**src/sv/hthd_pkg.sv**
```systemverilog
// ----------------------------------------------------------------------------
// Humidity/temperature frame decoder package
// Shared types and constants for the frame decoder modules.
// ----------------------------------------------------------------------------
`default_nettype none

package hthd_pkg;

    // Widths of the raw sensor values and of the assembled data field.
    localparam int unsigned RAW_W  = 20;
    localparam int unsigned DATA_W = 2 * RAW_W;

    // One completed frame, handed from the frame assembler to the scaler.
    typedef struct packed {
        logic [7:0]       status;
        logic [RAW_W-1:0] raw_h;
        logic [RAW_W-1:0] raw_t;
        logic             ok;
    } frame_rec_t;

endpackage : hthd_pkg

`default_nettype wire

```
**src/sv/hthd_frame.sv**
```systemverilog
// ----------------------------------------------------------------------------
// Frame assembler
// Tracks the byte position in a sensor frame, runs the CRC-8 (poly 0x31,
// init 0xFF), collects the five data bytes and registers one record per
// completed frame.
// ----------------------------------------------------------------------------
`default_nettype none

module hthd_frame
    import hthd_pkg::*;
(
    input  wire logic       clk,
    input  wire logic       rst_n,
    input  wire logic       byte_take,
    input  wire logic [7:0] rx_byte,
    input  wire logic       frame_start,
    input  wire logic       crc_enable,
    input  wire logic       rec_take,
    output logic            rec_valid,
    output frame_rec_t      rec
);

    localparam logic [7:0] CRC_POLY = 8'h31;
    localparam logic [7:0] CRC_INIT = 8'hFF;

    // Position of the next expected byte within the frame.
    typedef enum logic [2:0] {
        POS_IDLE = 3'd0,
        POS_D1   = 3'd1,
        POS_D2   = 3'd2,
        POS_D3   = 3'd3,
        POS_D4   = 3'd4,
        POS_D5   = 3'd5,
        POS_CRC  = 3'd6
    } pos_t;

    pos_t              pos_reg;
    pos_t              pos_next;
    logic [7:0]        crc_reg;
    logic [7:0]        crc_next;
    logic [7:0]        status_reg;
    logic [7:0]        status_next;
    logic [DATA_W-1:0] data_reg;
    logic [DATA_W-1:0] data_next;
    logic              done;
    logic              done_ok;
    logic              rec_valid_reg;
    frame_rec_t        rec_reg;

    // Bytewise CRC-8 update, MSB first.
    function automatic logic [7:0] crc8_update(input logic [7:0] crc, input logic [7:0] b);
        logic [7:0] v;
        v = crc ^ b;
        for (int k = 0; k < 8; k++) begin
            if (v[7])
            begin
                v = {v[6:0], 1'b0} ^ CRC_POLY;
            end
            else
            begin
                v = {v[6:0], 1'b0};
            end
        end
        return v;
    endfunction

    // Next frame state for an accepted byte.
    always_comb
    begin
        pos_next    = pos_reg;
        crc_next    = crc_reg;
        status_next = status_reg;
        data_next   = data_reg;
        done        = 1'b0;
        done_ok     = 1'b1;
        if (byte_take)
        begin
            if (frame_start)
            begin
                status_next = rx_byte;
                crc_next    = crc8_update(CRC_INIT, rx_byte);
                data_next   = '0;
                pos_next    = POS_D1;
            end
            else
            begin
                case (pos_reg)
                    POS_D1, POS_D2, POS_D3, POS_D4:
                    begin
                        data_next = {data_reg[DATA_W-9:0], rx_byte};
                        crc_next  = crc8_update(crc_reg, rx_byte);
                        pos_next  = pos_t'(pos_reg + 3'd1);
                    end
                    POS_D5:
                    begin
                        data_next = {data_reg[DATA_W-9:0], rx_byte};
                        crc_next  = crc8_update(crc_reg, rx_byte);
                        if (crc_enable)
                        begin
                            pos_next = POS_CRC;
                        end
                        else
                        begin
                            pos_next = POS_IDLE;
                            done     = 1'b1;
                        end
                    end
                    POS_CRC:
                    begin
                        pos_next = POS_IDLE;
                        done     = 1'b1;
                        done_ok  = (rx_byte == crc_reg);
                    end
                    default:
                    begin
                        pos_next = POS_IDLE;
                    end
                endcase
            end
        end
    end

    // Frame state and the registered record of a completed frame.
    always_ff @(posedge clk or negedge rst_n)
    begin
        if (!rst_n)
        begin
            pos_reg       <= POS_IDLE;
            crc_reg       <= CRC_INIT;
            status_reg    <= '0;
            data_reg      <= '0;
            rec_valid_reg <= 1'b0;
        end
        else
        begin
            pos_reg    <= pos_next;
            crc_reg    <= crc_next;
            status_reg <= status_next;
            data_reg   <= data_next;
            if (done)
            begin
                rec_valid_reg <= 1'b1;
            end
            else if (rec_take)
            begin
                rec_valid_reg <= 1'b0;
            end
        end
    end

    always_ff @(posedge clk)
    begin
        if (done)
        begin
            rec_reg.status <= status_reg;
            rec_reg.raw_h  <= data_next[DATA_W-1:RAW_W];
            rec_reg.raw_t  <= data_next[RAW_W-1:0];
            rec_reg.ok     <= done_ok;
        end
    end

    assign rec_valid = rec_valid_reg;
    assign rec       = rec_reg;

endmodule : hthd_frame

`default_nettype wire

```
**src/sv/hthd_scale.sv**
```systemverilog
// ----------------------------------------------------------------------------
// Value scaler and output register
// Converts the raw values of a frame record to tenths of a percent and
// tenths of a degree and holds the result beat until it is taken.
// ----------------------------------------------------------------------------
`default_nettype none

module hthd_scale
    import hthd_pkg::*;
(
    input  wire logic         clk,
    input  wire logic         rst_n,
    input  wire logic         rec_valid,
    input  wire frame_rec_t   rec,
    output logic              rec_take,
    output logic              out_valid,
    input  wire logic         out_stall,
    output logic [7:0]        status_byte,
    output logic [9:0]        humidity_tenth_pct,
    output logic signed [11:0] temperature_tenth_deg,
    output logic              crc_ok
);

    localparam int unsigned HUM_PROD_W  = RAW_W + 10;
    localparam int unsigned TEMP_PROD_W = RAW_W + 11;
    localparam logic [HUM_PROD_W-1:0]  HUM_SCALE   = HUM_PROD_W'(1000);
    localparam logic [TEMP_PROD_W-1:0] TEMP_SCALE  = TEMP_PROD_W'(2000);
    localparam logic [11:0]            TEMP_OFFSET = 12'd500;

    logic [HUM_PROD_W-1:0]  hum_prod;
    logic [TEMP_PROD_W-1:0] temp_prod;
    logic [9:0]             hum_val;
    logic [11:0]            temp_val;
    logic                   out_valid_reg;
    logic [7:0]             status_reg;
    logic [9:0]             hum_reg;
    logic [11:0]            temp_reg;
    logic                   ok_reg;

    // Fixed-point scaling: multiply by the full-scale span, keep the top bits.
    always_comb
    begin
        hum_prod  = HUM_PROD_W'(rec.raw_h) * HUM_SCALE;
        temp_prod = TEMP_PROD_W'(rec.raw_t) * TEMP_SCALE;
        if (rec.ok)
        begin
            hum_val  = hum_prod[HUM_PROD_W-1:RAW_W];
            temp_val = {1'b0, temp_prod[TEMP_PROD_W-1:RAW_W]} - TEMP_OFFSET;
        end
        else
        begin
            hum_val  = '0;
            temp_val = '0;
        end
    end

    // The output register takes a new beat when empty or being drained.
    assign rec_take = !out_valid_reg || !out_stall;

    always_ff @(posedge clk or negedge rst_n)
    begin
        if (!rst_n)
        begin
            out_valid_reg <= 1'b0;
        end
        else if (rec_take)
        begin
            out_valid_reg <= rec_valid;
        end
    end

    always_ff @(posedge clk)
    begin
        if (rec_take && rec_valid)
        begin
            status_reg <= rec.status;
            hum_reg    <= hum_val;
            temp_reg   <= temp_val;
            ok_reg     <= rec.ok;
        end
    end

    assign out_valid             = out_valid_reg;
    assign status_byte           = status_reg;
    assign humidity_tenth_pct    = hum_reg;
    assign temperature_tenth_deg = $signed(temp_reg);
    assign crc_ok                = ok_reg;

endmodule : hthd_scale

`default_nettype wire

```
**src/sv/humidity_temp_frame_decoder.sv**
```systemverilog
// ----------------------------------------------------------------------------
// Humidity/temperature frame decoder
// Top level: byte input channel, configuration register, result channel.
// ----------------------------------------------------------------------------
// The block takes one sensor byte per beat and can accept a byte in every
// cycle unless stalled. A frame is a status byte (marked by frame_start),
// five data bytes and, with crc_enable set, a CRC-8 byte (poly 0x31, init
// 0xFF). One result beat leaves per completed frame, held in the frame
// assembler's record register, then in the output register after the
// scaling multipliers. Both registers let the input keep flowing while a
// result waits; the input stalls only when both hold a frame and out_stall
// is high. A frame with a bad CRC reports the status byte with zero values.
// ----------------------------------------------------------------------------
`default_nettype none

module humidity_temp_frame_decoder
    import hthd_pkg::*;
(
    input  wire logic          clk,
    input  wire logic          rst_n,
    input  wire logic          cfg_valid,
    output logic               cfg_ready,
    input  wire logic          cfg_data,
    input  wire logic          in_valid,
    output logic               in_stall,
    input  wire logic [7:0]    rx_byte,
    input  wire logic          frame_start,
    output logic               out_valid,
    input  wire logic          out_stall,
    output logic [7:0]         status_byte,
    output logic [9:0]         humidity_tenth_pct,
    output logic signed [11:0] temperature_tenth_deg,
    output logic               crc_ok
);

    logic       crc_enable_reg;
    logic       byte_take;
    logic       rec_valid;
    logic       rec_take;
    frame_rec_t rec;

    // Configuration register, always ready.
    assign cfg_ready = 1'b1;

    always_ff @(posedge clk or negedge rst_n)
    begin
        if (!rst_n)
        begin
            crc_enable_reg <= 1'b1;
        end
        else if (cfg_valid && cfg_ready)
        begin
            crc_enable_reg <= cfg_data;
        end
    end

    // Stall input only while a finished record cannot move on.
    assign in_stall  = rec_valid && !rec_take;
    assign byte_take = in_valid && !in_stall;

    hthd_frame u_frame (
        .clk         (clk),
        .rst_n       (rst_n),
        .byte_take   (byte_take),
        .rx_byte     (rx_byte),
        .frame_start (frame_start),
        .crc_enable  (crc_enable_reg),
        .rec_take    (rec_take),
        .rec_valid   (rec_valid),
        .rec         (rec)
    );

    hthd_scale u_scale (
        .clk                   (clk),
        .rst_n                 (rst_n),
        .rec_valid             (rec_valid),
        .rec                   (rec),
        .rec_take              (rec_take),
        .out_valid             (out_valid),
        .out_stall             (out_stall),
        .status_byte           (status_byte),
        .humidity_tenth_pct    (humidity_tenth_pct),
        .temperature_tenth_deg (temperature_tenth_deg),
        .crc_ok                (crc_ok)
    );

    // A failed CRC check must zero both measurements.
    a_crc_fail_zero: assert property (@(posedge clk) disable iff (!rst_n)
        out_valid && !crc_ok |-> humidity_tenth_pct == 10'd0 && temperature_tenth_deg == 12'sd0)
        else $error("CRC failure beat carries nonzero values");

    // Humidity scaling stays below full scale.
    a_hum_range: assert property (@(posedge clk) disable iff (!rst_n)
        out_valid |-> humidity_tenth_pct <= 10'd999)
        else $error("humidity out of range");

    // Temperature offset stays within the sensor span.
    a_temp_range: assert property (@(posedge clk) disable iff (!rst_n)
        out_valid |-> temperature_tenth_deg >= -12'sd500 && temperature_tenth_deg <= 12'sd1499)
        else $error("temperature out of range");

    // Input is held back only when the record register is full and blocked.
    a_stall_cause: assert property (@(posedge clk) disable iff (!rst_n)
        in_stall |-> rec_valid && out_valid && out_stall)
        else $error("input stalled without a blocked record");

endmodule : humidity_temp_frame_decoder

`default_nettype wire
```
**config.mk**
```make
export PLATFORM = sky130hd
export DESIGN_NAME = humidity_temp_frame_decoder
export DESIGN_NICKNAME = d
export VERILOG_FILES = /design/src/sv/hthd_pkg.sv /design/src/sv/hthd_frame.sv /design/src/sv/hthd_scale.sv /design/src/sv/humidity_temp_frame_decoder.sv
export SDC_FILE = /design/constraint.sdc
export NUM_CORES = 1
export LEC_CHECK = 0
export ABC_CLOCK_PERIOD_IN_PS = 4790
export BUFFER_PORTS_ARGS = -buffer_cell sky130_fd_sc_hd__buf_2
export CORE_MARGIN = 4
export CORE_UTILIZATION = 34
export DETAILED_ROUTE_END_ITERATION = 8
export MAX_ROUTING_LAYER = met4
export PLACE_DENSITY = 0.6
export SLEW_MARGIN = 10
export SYNTH_ARGS = -nofsm -noshare
export SYNTH_HDL_FRONTEND = slang
export SYNTH_SLANG_ARGS = --single-unit
```
**constraint.sdc**
```tcl
create_clock -name clk -period 4.79 [get_ports clk]
set_input_delay 0.479 -clock clk [delete_from_list [all_inputs] [get_ports clk]]
set_output_delay 0.479 -clock clk [all_outputs]
set_load 0.02 [all_outputs]
```
==> summary.md, run 1 <==
| Metric | Value |
|---|---|
| Worst Hold Class | `in2async` |
| Final #Nets | `1462` |
| Total global routing track utilization | `13.0%` |
| Slew at the pin closest to its max-slew limit | `~1.1 ns` |
| Int Pwr | `3.05 mW` |
| Combinational share of power | `40.7%` |
| I/O pin cnt | `49` |
| # fillers | `3185` |
| CP max FO | `5` |
| Crit-path most repeated cell | `fa_1` |
| Starting Density | `34.6%` |
| Min Hold Slack | `0.0200 ns` |
| Via density | `4.57` |
| Worst Path Buf+Inv | `5` |
| Worst path cell trace | `inv_2 -> buf_6 -> fa_1 -> fa_2 -> fa_1 -> fa_1 -> inv_2 -> ha_4 -> nand4_1 -> a2111oi_4 -> a211oi_4 -> buf_4 -> o41ai_4 -> buf_4 -> nor2_2 -> xnor2_2 -> nand3b_1 -> xor2_1 -> nor2_1` |
| DP HPWL | `about 18000 um` |
| Final setup TNS | `-0.233 ns` |
| Site Rows | `67` |
| Synthesized area per cell | `11.3 um^2` |
| Clock Root Buffer | `clkbuf_16` |
| Synth warn | `0` |
| Sw Ratio | `35.0%` |
| Commonest non-fill, non-tap cell in the layout | `inv_1` |
| Multi-input gate area | `7310 um^2` |
| Max-slew violations | `0` |
| Post-Syn Instances | `1028` |
| Vias | `7532` |
| Remaining Overflow, GRT | `0` |
| Vias in the first global route | `7828` |
| Commonest non-fill, non-tap cells in the layout | `inv_1, fa_1, buf_4` |
| CTS clock-pin slew for the worst setup and hold paths | `around 0.07 ns` |
| Clock power frac | `27.0%` |
| CP peak stage delay | `0.55 ns` |
| ANT nets after route | `0` |
| Syn_nets | `1303` |
| Total CTS buffers | `17` |
| Synth-to-Final Area Change | `23.4%` |
| Layout cells sized above 1 | `between 20 and 30%` |
| Post-synthesis register bit count | `~140` |
| Fmax | `206 MHz` |
| Critical Path End Type | `flop` |
| Final WL | `22900 um` |
| Final setup vio count | `5` |
| 1st-pass router iterations | `4` |
| Htree depth | `4` |
| Synth top area cells | `fa_1, edfxtp_1, ha_1` |
| Final worst setup slack | `-0.0633 ns` |
| CTS Sinks | `142` |
| Max_cap viols | `0` |
| Gpl congestion | `0.878` |
| End-of-flow core utilization | `42.7%` |
| Clk_lat worst skew | `0.42 ns` |
| Number of synthesized flops with an enable pin | `80` |
| CTS Hold Bufs | `0` |
| Die Span Y | `193 um` |
| First-pass GRT wire length | `roughly 38000 um` |
| RSZ-0062 raised after global routing | `yes` |
| DRT iter0 DRCs | `just under 300` |
| Die W | `193 um` |
| Top cell type's share of synthesized area | `a little under a quarter` |
| Static Leak | `6.73 nW` |
| Longest Clk Path Bufs | `2` |
| Max Clock Skew | `0.0100 ns` |
| Residual DRC | `0` |
| CTS tree | `yes` |
| Delay-heaviest family, CP | `adder cells` |
| Share of flip-flops with an asynchronous set or reset | `43.7%` |
| WP data arrival | `around 5 ns` |
| Sequential fraction of the synthesis area | `34.0%` |
| Pwr dens | `roughly 330 nW/um^2` |
| Flop pwr share | `between 30% and 40%` |
| Max reg flops | `49` |
| Die area | `around 37000 um^2` |
| CP required | `4.95 ns` |
| Ant. Diodes | `0` |
| FF+latch area | `3970 um^2` |
| Maximum vdd drop | `~250 uV` |
| P_sw | `1.64 mW` |
| Status | `complete, but fails checks` |
| Initial antenna violation count | `0` |
| Rel. slew slack | `24.0%` |
| Port Buffer Count | `47` |
| Yosys top cell by area | `fa_1` |
| DR WL/cell | `roughly 14 um` |
| Core footprint | `33700 um^2` |
| Cell variety after synth | `63` |
| Synth Cell Area | `11600 um^2` |
| CP Class | `reg2reg` |
| Fin crit share | `101%` |
| Largest net degree at the start of global routing | `54` |
| Failing checks | `setup timing` |
| Synth Flop Type | `edfxtp_1` |
| Crit start category | `flop` |
| CP max stage cell | `fa_2` |
| Final hold violations | `0` |
| Tmin final | `between 4 and 5 ns` |
[final cells by class]
type,count,area share [%]
sequential,142,27.6
timing repair buffer,166,8.11
clock buffer,18,3.13
multi-input combinational,645,50.8
tap,448,3.90
inverter,215,5.61
clock inverter,14,0.844
[kinds of logic after synthesis]
kind of cell             count (synthesis)  share of synthesized area (%)
adder cells (fa/ha/maj)                260                           36.8
buffers and inverters                  241                           7.90
AO/OA/AOI/OAI                          166                           10.0
AND/OR/NAND/NOR                        156                           6.45
flip-flops                             142                           34.0
XOR/XNOR                                60                           4.58
multiplexers                             2                          0.172
other                                    1                         0.0322
[repair_timing]
action,4_1_cts,5_1_grt
setup endpoints to repair,13,15
pin swaps,28,67
setup buffers,13,11
resized for setup,39,76
endpoints found under the hold margin,0,0
[power by group through the flow]
stage | logic (mW) | clock network [mW] | registers [mW]
final | 1.91 | 1.26 | 1.51
after CTS | 1.74 | 1.30 | 1.51
after detailed placement | 1.62 | 0 | 1.54
after global routing | 2.13 | 1.35 | 1.53
after global placement | 1.59 | 0 | 1.53
after floorplan | 1.19 | 0 | 1.51
[synthesized netlist by cell type, types with 2 or more instances]
| library cell | n |
|---|---|
| o211ai_1 | 6 |
| a211oi_2 | 2 |
| nand2_1 | 57 |
| dfrtp_1 | 53 |
| and4_1 | 3 |
| nor3b_2 | 2 |
| a211oi_1 | 3 |
| a41o_1 | 2 |
| nor2b_1 | 4 |
| clkinv_1 | 2 |
| buf_2 | 9 |
| dfstp_2 | 9 |
| and2_1 | 6 |
| nor2_1 | 37 |
| o21ai_1 | 9 |
| edfxtp_1 | 80 |
| a21o_1 | 14 |
| a22oi_1 | 2 |
| nand4_1 | 8 |
| xor2_1 | 18 |
| clkbuf_1 | 15 |
| nand3_1 | 13 |
| nand2b_1 | 4 |
| a21oi_1 | 42 |
| fa_1 | 138 |
| ha_1 | 122 |
| o221ai_1 | 2 |
| nor3_1 | 10 |
| mux2i_1 | 2 |
| o31ai_1 | 4 |
| a22o_1 | 41 |
| o21ai_0 | 24 |
| nand3b_1 | 2 |
| and3_1 | 2 |
| inv_1 | 213 |
| xnor2_1 | 41 |
[per-layer routing]
layer / share of wire [%] / global-route usage (%)
met4: 0.62 / 2.34
met2: 49 / 21.3
met3: 2.7 / 2.39
met1: 48 / 17.2
met5: 0 / -
[worst paths after layout]
| path | start | to | slack, ns | cells past startpoint |
|---|---|---|---|---|
| setup / recovery | u_frame.rec[6] | u_scale.temperature_tenth_deg[9] | -0.06 | 19 |
| setup reg to reg | u_frame.rec[6] | u_scale.temperature_tenth_deg[9] | -0.06 | 19 |
| hold / removal | rst_n | u_frame.status_reg[3] | 0.02 | 1 |
| max in group asynchronous | rst_n | u_frame.data_reg[38] | 3.84 | 2 |
| hold reg to reg | u_frame.rec[42] | u_scale.status_byte[1] | 0.42 | 0 |
| min in group clk | cfg_valid | crc_enable_reg | 0.21 | 2 |
[through the flow]
stage / setup WS, ns / instance area (um^2) / std cells / power [mW]
6_report: -0.0633 / 14400 / 1648 / 4.69
5_1_grt: -0.304 / 14400 / 1648 / 5.01
4_1_cts: -0.133 / 14000 / 1639 / 4.55
3_5_place_dp: -0.278 / 13100 / 1595 / 3.16
3_3_place_gp: -0.203 / 13100 / 1595 / 3.12
2_1_floorplan: 0.0189 / 11600 / 1028 / 2.70
Power figures use the tool's default switching activity.
==> run 2, diff against run 1 <==
--- a/config.mk
+++ b/config.mk
@@ -12,6 +12,7 @@
 export DETAILED_ROUTE_END_ITERATION = 8
 export MAX_ROUTING_LAYER = met4
 export PLACE_DENSITY = 0.6
+export RECOVER_POWER = 25
 export SLEW_MARGIN = 10
 export SYNTH_ARGS = -nofsm -noshare
 export SYNTH_HDL_FRONTEND = slang
==> run 2 against run 1 <==
Cell area about the same; first-iteration DRC count did not move; critical path depth unchanged; non-clock buffer count unchanged; global-route usage unchanged; total power about the same; the run ends with capacitance limit, slew limit, setup timing left; via count barely moved; clock skew hardly changed; critical endpoint unchanged; clock power barely moved; largest cell class unchanged.
==> summary.md, run 2 (synthesized netlist as in run 1, its figures left out) <==
| Metric | Value |
|---|---|
| Slew at the pin closest to its max-slew limit | `2.22 ns (+1.08 ns)` |
| Vias in the first global route | `7828 (unchanged)` |
| Post-DP Area | `13100 um^2 (unchanged)` |
| Total CTS buffers | `17 (unchanged)` |
| Commonest non-fill, non-tap cell in the layout | `inv_1` |
| 1st-pass router iterations | `4 (unchanged)` |
| Htree depth | `4 (unchanged)` |
| Total global routing track utilization | `13.0% (unchanged)` |
| Initial antenna violation count | `0 (unchanged)` |
| DP HPWL | `18100 um (unchanged)` |
| Grt peak-use layer | `met2` |
| I/O pin cnt | `49 (unchanged)` |
| Final hold violations | `0 (unchanged)` |
| Pwr dens | `326 nW/um^2 (about the same)` |
| CP Class | `reg2reg` |
| Max-slew violations | `43 (+43)` |
| CP endpoint | `u_scale.temperature_tenth_deg[9]` |
| CP peak stage delay | `0.55 ns (about the same)` |
| Failing checks | `capacitance limit, slew limit, setup timing` |
| Starting Density | `34.6% (unchanged)` |
| Multi-input gate area | `7310 um^2 (unchanged)` |
| CP required | `4.95 ns (about the same)` |
| Global Route met1 Usage | `17.2% (unchanged)` |
| Via density | `4.57 (about the same)` |
| Final WL | `22900 um (about the same)` |
| Worst path depth | `19 (unchanged)` |
| Fin cells | `1648 (unchanged)` |
| R2R cell count | `19 (unchanged)` |
| Residual DRC | `0 (unchanged)` |
| Max Clock Skew | `0.00953 ns (-0.000493 ns)` |
| Gpl congestion | `0.878 (unchanged)` |
| Layout cells sized above 1 | `25.6% (-0.17 points)` |
| Delay-heaviest family, CP | `adder cells` |
| CP startpoint | `u_frame.rec[6]` |
| Final worst setup slack | `-0.0633 ns (+0.00000840 ns)` |
| Hold Path Depth | `2` |
| # placed instances | `1595 (unchanged)` |
| FF+latch area | `3970 um^2 (unchanged)` |
| Remaining Overflow, GRT | `0 (unchanged)` |
| CP max stage cell | `fa_2` |
| Synth-to-Final Area Change | `23.4% (about the same)` |
| Clk_lat worst skew | `0.42 ns (about the same)` |
| GR met2 Demand/Resource | `21.3% (unchanged)` |
| Worst hold start | `cfg_valid` |
| Longest Clk Path Bufs | `2 (unchanged)` |
| CTS Sinks | `142 (unchanged)` |
| Vias | `7539 (+0.093%)` |
| Die Span Y | `193 um (unchanged)` |
| Rel. slew slack | `-47.8% (-72 points)` |
| RSZ-0062 raised after global routing | `yes` |
| Ant. Diodes | `0 (unchanged)` |
| CTS clock-pin slew for the worst setup and hold paths | `0.06 ns (about the same)` |
| Max reg flops | `49 (unchanged)` |
| Max_cap viols | `1 (+1)` |
| Site Rows | `67 (unchanged)` |
| First-pass GRT wire length | `38000 um (unchanged)` |
| DRT iter0 DRCs | `291 (unchanged)` |
| Tmin final | `4.85 ns (-0.00000840 ns)` |
| Final setup TNS | `-0.233 ns (+0.000443 ns)` |
| Commonest non-fill, non-tap cells in the layout | `inv_1, fa_1, buf_4` |
| Design Area, Final | `14400 um^2 (about the same)` |
| # fillers | `3188 (+0.094%)` |
| Core footprint | `33700 um^2 (unchanged)` |
| Largest net degree at the start of global routing | `54 (unchanged)` |
| Clock Root Buffer | `clkbuf_16` |
| Port Buffer Count | `47 (unchanged)` |
| Fin crit share | `101% (about the same)` |
| CP max FO | `5 (unchanged)` |
| Final #Nets | `1462 (unchanged)` |
| Critical R2R Capture | `u_scale.temperature_tenth_deg[9]` |
| ANT nets after route | `0 (unchanged)` |
| Status | `complete, but fails checks` |
| Die area | `37300 um^2 (unchanged)` |
| Die W | `193 um (unchanged)` |
| Met3 GRT Util | `2.39% (unchanged)` |
| FF-to-FF setup slack | `-0.06 ns (about the same)` |
| Reg2reg start | `u_frame.rec[6]` |
| Maximum vdd drop | `247 uV (about the same)` |
| Final setup vio count | `5 (unchanged)` |
| Crit start category | `flop` |
| CTS tree | `yes` |
| WP data arrival | `5.01 ns (about the same)` |
| Fmax | `206 MHz (about the same)` |
| Crit-path most repeated cell | `fa_1` |
| Worst Hold Class | `in2reg` |
| Worst path cell trace | `inv_2 -> buf_6 -> fa_1 -> fa_2 -> fa_1 -> fa_1 -> inv_2 -> ha_4 -> nand4_1 -> a2111oi_4 -> a211oi_4 -> buf_4 -> o41ai_4 -> buf_4 -> nor2_2 -> xnor2_2 -> nand3b_1 -> xor2_1 -> nor2_1` |
| DR WL/cell | `13.9 um (about the same)` |
| Critical Path End Type | `flop` |
| Worst Path Buf+Inv | `5 (unchanged)` |
| Static Leak | `6.72 nW (about the same)` |
==> run 2: where the power goes <==
group / switching (mW) / internal [mW] / leakage, nW
sequential: 0.0886 / 1.42 / 1.57
clock: 0.553 / 0.712 / 0.288
combinational: 0.997 / 0.911 / 4.86
total: 1.64 / 3.05 / 6.72
==> run 2: how the worst min path moves through the flow <==
| stage | endpoint | slack [ns] |
|---|---|---|
| 3_5_place_dp | u_scale.status_byte[1] | 0.40 |
| 6_report | crc_enable_reg | 0.21 |
| 5_1_grt | crc_enable_reg | 0.19 |
| 4_1_cts | u_frame.status_reg[3] | 0.02 |
| 2_1_floorplan | u_frame.data_reg[0] | 0.18 |
| 3_3_place_gp | u_scale.status_byte[7] | 0.41 |
==> run 2: final cells by class <==
cell class / count / share of cell area, %
repair buffers: 166 / 8.08
flip-flops and latches: 142 / 27.6
multi-input cells: 645 / 50.9
clock inverters: 14 / 0.844
well taps: 448 / 3.90
inverters: 215 / 5.61
clock buffers: 18 / 3.13
==> run 2: through the flow <==
stage / hold WS [ns] / power (mW) / util, % / setup WS (ns)
after floorplan: 0.183 / 2.70 / - / 0.0189
after global placement: 0.405 / 3.12 / 38.9 / -0.203
after detailed placement: 0.405 / 3.16 / 38.9 / -0.278
after CTS: 0.0208 / 4.55 / 41.4 / -0.133
after global routing: 0.194 / 5.01 / 42.7 / -0.304
final: 0.215 / 4.69 / 42.7 / -0.0633
==> run 2: routing by layer <==
metal / vias to the layer above / routed length, um
li1: 3702 / -
met1: 3729 / 10900
met2: 95 / 11200
met3: 13 / 650
met4: 0 / 132
met5: - / 0
==> run 2: repair_timing <==
item | in CTS | in global routing
endpoints found under the hold margin | 0 | 0
gates resized for setup | 39 | 76
endpoints found under the setup margin | 13 | 15
pin swaps | 28 | 67
hold buffers | 0 | 0
setup buffers | 13 | 11
gates cloned | 0 | 0
==> run 3, diff against run 2 <==
--- a/config.mk
+++ b/config.mk
@@ -16,4 +16,5 @@
 export SLEW_MARGIN = 10
 export SYNTH_ARGS = -nofsm -noshare
 export SYNTH_HDL_FRONTEND = slang
+export SYNTH_HIERARCHICAL = 1
 export SYNTH_SLANG_ARGS = --single-unit
==> run 3 against run 2 <==
The run still ends with capacitance limit, slew limit, setup timing left; clock power up 9.5%; die area up 2.3%; total power up 0.85%; register-to-register slack worse by 0.06 ns; count of clock-buffer cells in the layout up 3; sequential share of layout area about the same.
==> summary.md, run 3 <==
| Metric | Value |
|---|---|
| Worst Hold Class | `in2reg` |
| Post-DP Area | `13300 um^2 (+1.4%)` |
| Critical R2R Capture | `u_scale/temperature_tenth_deg[9]` |
| Share of flip-flops with an asynchronous set or reset | `43.7% (unchanged)` |
| Most numerous cell in the Yosys netlist | `inv_1` |
| Die area | `38100 um^2 (+2.3%)` |
| Longest Clk Path Bufs | `2 (unchanged)` |
| Crit-path most repeated cell | `fa_1` |
| Total global routing track utilization | `13.1% (+0.11 points)` |
| Slew at the pin closest to its max-slew limit | `3.42 ns (+1.21 ns)` |
| Remaining Overflow, GRT | `0 (unchanged)` |
| Synth Flop Type | `edfxtp_1` |
| Die W | `195 um (+1.1%)` |
| Synthesized area per cell | `11.1 um^2 (-2.1%)` |
| CTS tree | `yes` |
| Via density | `4.56 (-0.23%)` |
| Fin crit share | `103% (+1.2 points)` |
| Synth warn | `6 (+6)` |
| Largest net degree at the start of global routing | `63 (+17%)` |
| # fillers | `3335 (+4.6%)` |
| Gpl congestion | `0.816 (-7.0%)` |
| Post-Syn Instances | `1075 (+4.6%)` |
| Design Area, Final | `14400 um^2 (about the same)` |
| Core footprint | `34500 um^2 (+2.5%)` |
| CTS clock-pin slew for the worst setup and hold paths | `0.07 ns (about the same)` |
| Port Buffer Count | `47 (unchanged)` |
| Worst path cell trace | `buf_4 -> fa_1 -> inv_1 -> fa_1 -> fa_1 -> inv_1 -> fa_1 -> ha_4 -> and2_4 -> a32oi_4 -> a31oi_4 -> buf_6 -> or4_4 -> nand3b_4 -> nand4_1 -> xnor2_1 -> and2_1` |
| Min-Delay Endpoint | `crc_enable_reg` |
| DP HPWL | `17800 um (-1.7%)` |
| DRT iter0 DRCs | `309 (+6.2%)` |
| Sequential fraction of the synthesis area | `33.2% (-0.80 points)` |
| Max Clock Skew | `0.0149 ns (+0.00541 ns)` |
| Final worst setup slack | `-0.122 ns (-0.0583 ns)` |
| Final hold violations | `0 (unchanged)` |
| Commonest non-fill, non-tap cell in the layout | `inv_1` |
| Rel. slew slack | `-128% (-80 points)` |
| Max reg flops | `49 (unchanged)` |
| Htree depth | `4 (unchanged)` |
| Clock Root Buffer | `clkbuf_16` |
| Min Hold Slack | `0.289 ns (+0.0745 ns)` |
| Ant. Diodes | `0 (unchanged)` |
| Setup WS pre-CTS | `-0.204 ns (+0.0738 ns)` |
| Status | `complete, but fails checks` |
| FF-to-FF setup slack | `-0.12 ns (-0.06 ns)` |
| CP Class | `reg2reg` |
| First-pass GRT wire length | `40300 um (+5.9%)` |
| Multi-input gate area | `7500 um^2 (+2.6%)` |
| CP max FO | `4 (-1)` |
| Die Span Y | `195 um (+1.1%)` |
| Yosys top cell by area | `fa_1` |
| CP max stage cell | `fa_1` |
| FF+latch area | `3970 um^2 (unchanged)` |
| Syn_nets | `1350 (+3.6%)` |
| Layout cells sized above 1 | `23.0% (-2.6 points)` |
| Initial antenna violation count | `0 (unchanged)` |
| Crit start category | `flop` |
| Reg2reg start | `u_frame/rec[12]` |
| Critical Path End Type | `flop` |
| Final #Nets | `1480 (+1.2%)` |
| Static Leak | `6.61 nW (-1.7%)` |
| CTS Sinks | `142 (unchanged)` |
| Total CTS buffers | `17 (unchanged)` |
| Synth Cell Area | `11900 um^2 (+2.4%)` |
| Synth-to-Final Area Change | `20.6%` |
| Worst hold start | `cfg_data` |
| Number of synthesized flops with an enable pin | `80 (unchanged)` |
| Synth top area cells | `fa_1, edfxtp_1, ha_1` |
| Tmin final | `4.91 ns (+0.0583 ns)` |
| Starting Density | `34.5% (about the same)` |
| Maximum vdd drop | `297 uV (+20%)` |
| WP data arrival | `5.10 ns (+0.09 ns)` |
| Fmax | `204 MHz (-1.2%)` |
| Cell variety after synth | `70 (+11%)` |
| Vias | `7636 (+1.3%)` |
| R2R cell count | `17 (-2)` |
| DR WL/cell | `13.8 um (-0.46%)` |
| CP required | `4.97 ns (+0.02 ns)` |
| Vias in the first global route | `8369 (+6.9%)` |
| RSZ-0062 raised after global routing | `yes` |
| Pwr dens | `328 nW/um^2 (+0.76%)` |
| Commonest cells post-synth | `inv_1, fa_1, ha_1` |
| Final WL | `23100 um (+1.1%)` |
| CP peak stage delay | `0.53 ns (-0.02 ns)` |
| Clk_lat worst skew | `0.43 ns (about the same)` |
| Hold Path Depth | `2 (unchanged)` |
| Top cell type's share of synthesized area | `23.2% (-0.56 points)` |
| Final setup vio count | `6 (+1)` |
| Post-synthesis register bit count | `142 (unchanged)` |
| Residual DRC | `0 (unchanged)` |
| 1st-pass router iterations | `4 (unchanged)` |
| ANT nets after route | `0 (unchanged)` |
| Commonest non-fill, non-tap cells in the layout | `inv_1, fa_1, nand2_1, ha_1, buf_4` |
| I/O pin cnt | `49 (unchanged)` |
| Max-slew violations | `63 (+47%)` |
| Site Rows | `68 (+1.5%)` |
| Max_cap viols | `1 (unchanged)` |
| Failing checks | `capacitance limit, slew limit, setup timing` |
## run 3: how the worst max path moves through the flow
| stage | from | slack (ns) | to | depth (start not counted) |
|---|---|---|---|---|
| CTS | u_frame/rec[11] | -0.12 | u_scale/temperature_tenth_deg[10] | 20 |
| detailed placement | u_frame/rec[11] | -0.20 | u_scale/temperature_tenth_deg[10] | 17 |
| global placement | u_frame/rec[11] | -0.17 | u_scale/temperature_tenth_deg[10] | 17 |
| global route | u_frame/rec[11] | -0.33 | u_scale/temperature_tenth_deg[10] | 20 |
| finish | u_frame/rec[12] | -0.12 | u_scale/temperature_tenth_deg[9] | 17 |
| floorplan | u_frame/rec[15] | 0.009 | u_scale/temperature_tenth_deg[10] | 18 |
## run 3: cell families after synthesis
| family | count (synthesis) | synth area share, % |
|---|---|---|
| muxes | 11 | 1.05 |
| buffers and inverters | 236 | 7.53 |
| and+or+nand+nor | 218 | 8.83 |
| xor gates and xnor gates | 59 | 5.33 |
| DFF | 142 | 33.2 |
| AOI/OAI and AO/OA | 148 | 8.04 |
| other | 1 | 0.0314 |
| adders and majority gates | 260 | 36.0 |
## run 3: final cells by class
type	instances	share of cell area, %
multi-input combinational	697	52.1
sequential	142	27.6
timing repair buffer	142	6.77
inverter	205	5.35
tap	455	3.96
clock buffer	21	3.43
clock inverter	11	0.809
## run 3: worst max-delay path: cells and delay by family, from the launching register on
| family | cells | cell delay [ns] |
|---|---|---|
| simple gates | 5 | 1.04 |
| flops | 1 | 0.43 |
| fa+ha+maj | 5 | 2.21 |
| compound gates | 2 | 0.42 |
| buf+inv | 4 | 0.42 |
| xor+xnor | 1 | 0.16 |
## run 3: what timing repair did
item                       CTS  global route
gates resized for setup     38            43
setup buffers               10             6
pin swaps                   38            34
setup endpoints to repair   12            14
hold buffers                 0             0
## run 3: metrics by stage
stage / power (mW) / utilization, % / cells / TNS, ns
final: 4.72 / 41.7 / 1673 / -0.361
after global routing: 5.07 / 41.7 / 1673 / -2.45
after floorplan: 2.80 / - / 1075 / 0
after CTS: 4.70 / 41.0 / 1667 / -0.470
after global placement: 3.17 / 38.4 / 1625 / -0.766
after detailed placement: 3.21 / 38.4 / 1625 / -1.34
## run 3: routing by layer
layer  vias to the layer above  track usage, %  part of all wire (%)  wire (um)
li1                       3764               -                     -          -
met1                      3780            17.1                    47      10900
met2                        83            21.6                    50      11400
met3                         9            2.57                   3.0        693
met4                         0            2.35                  0.43        100
met5                         -               -                     0          0
## run 3: power breakdown
group / internal [mW] / leakage [nW] / switching, mW
Sequential: 1.46 / 1.54 / 0.119
Clock: 0.804 / 0.303 / 0.571
Combinational: 0.878 / 4.77 / 0.897
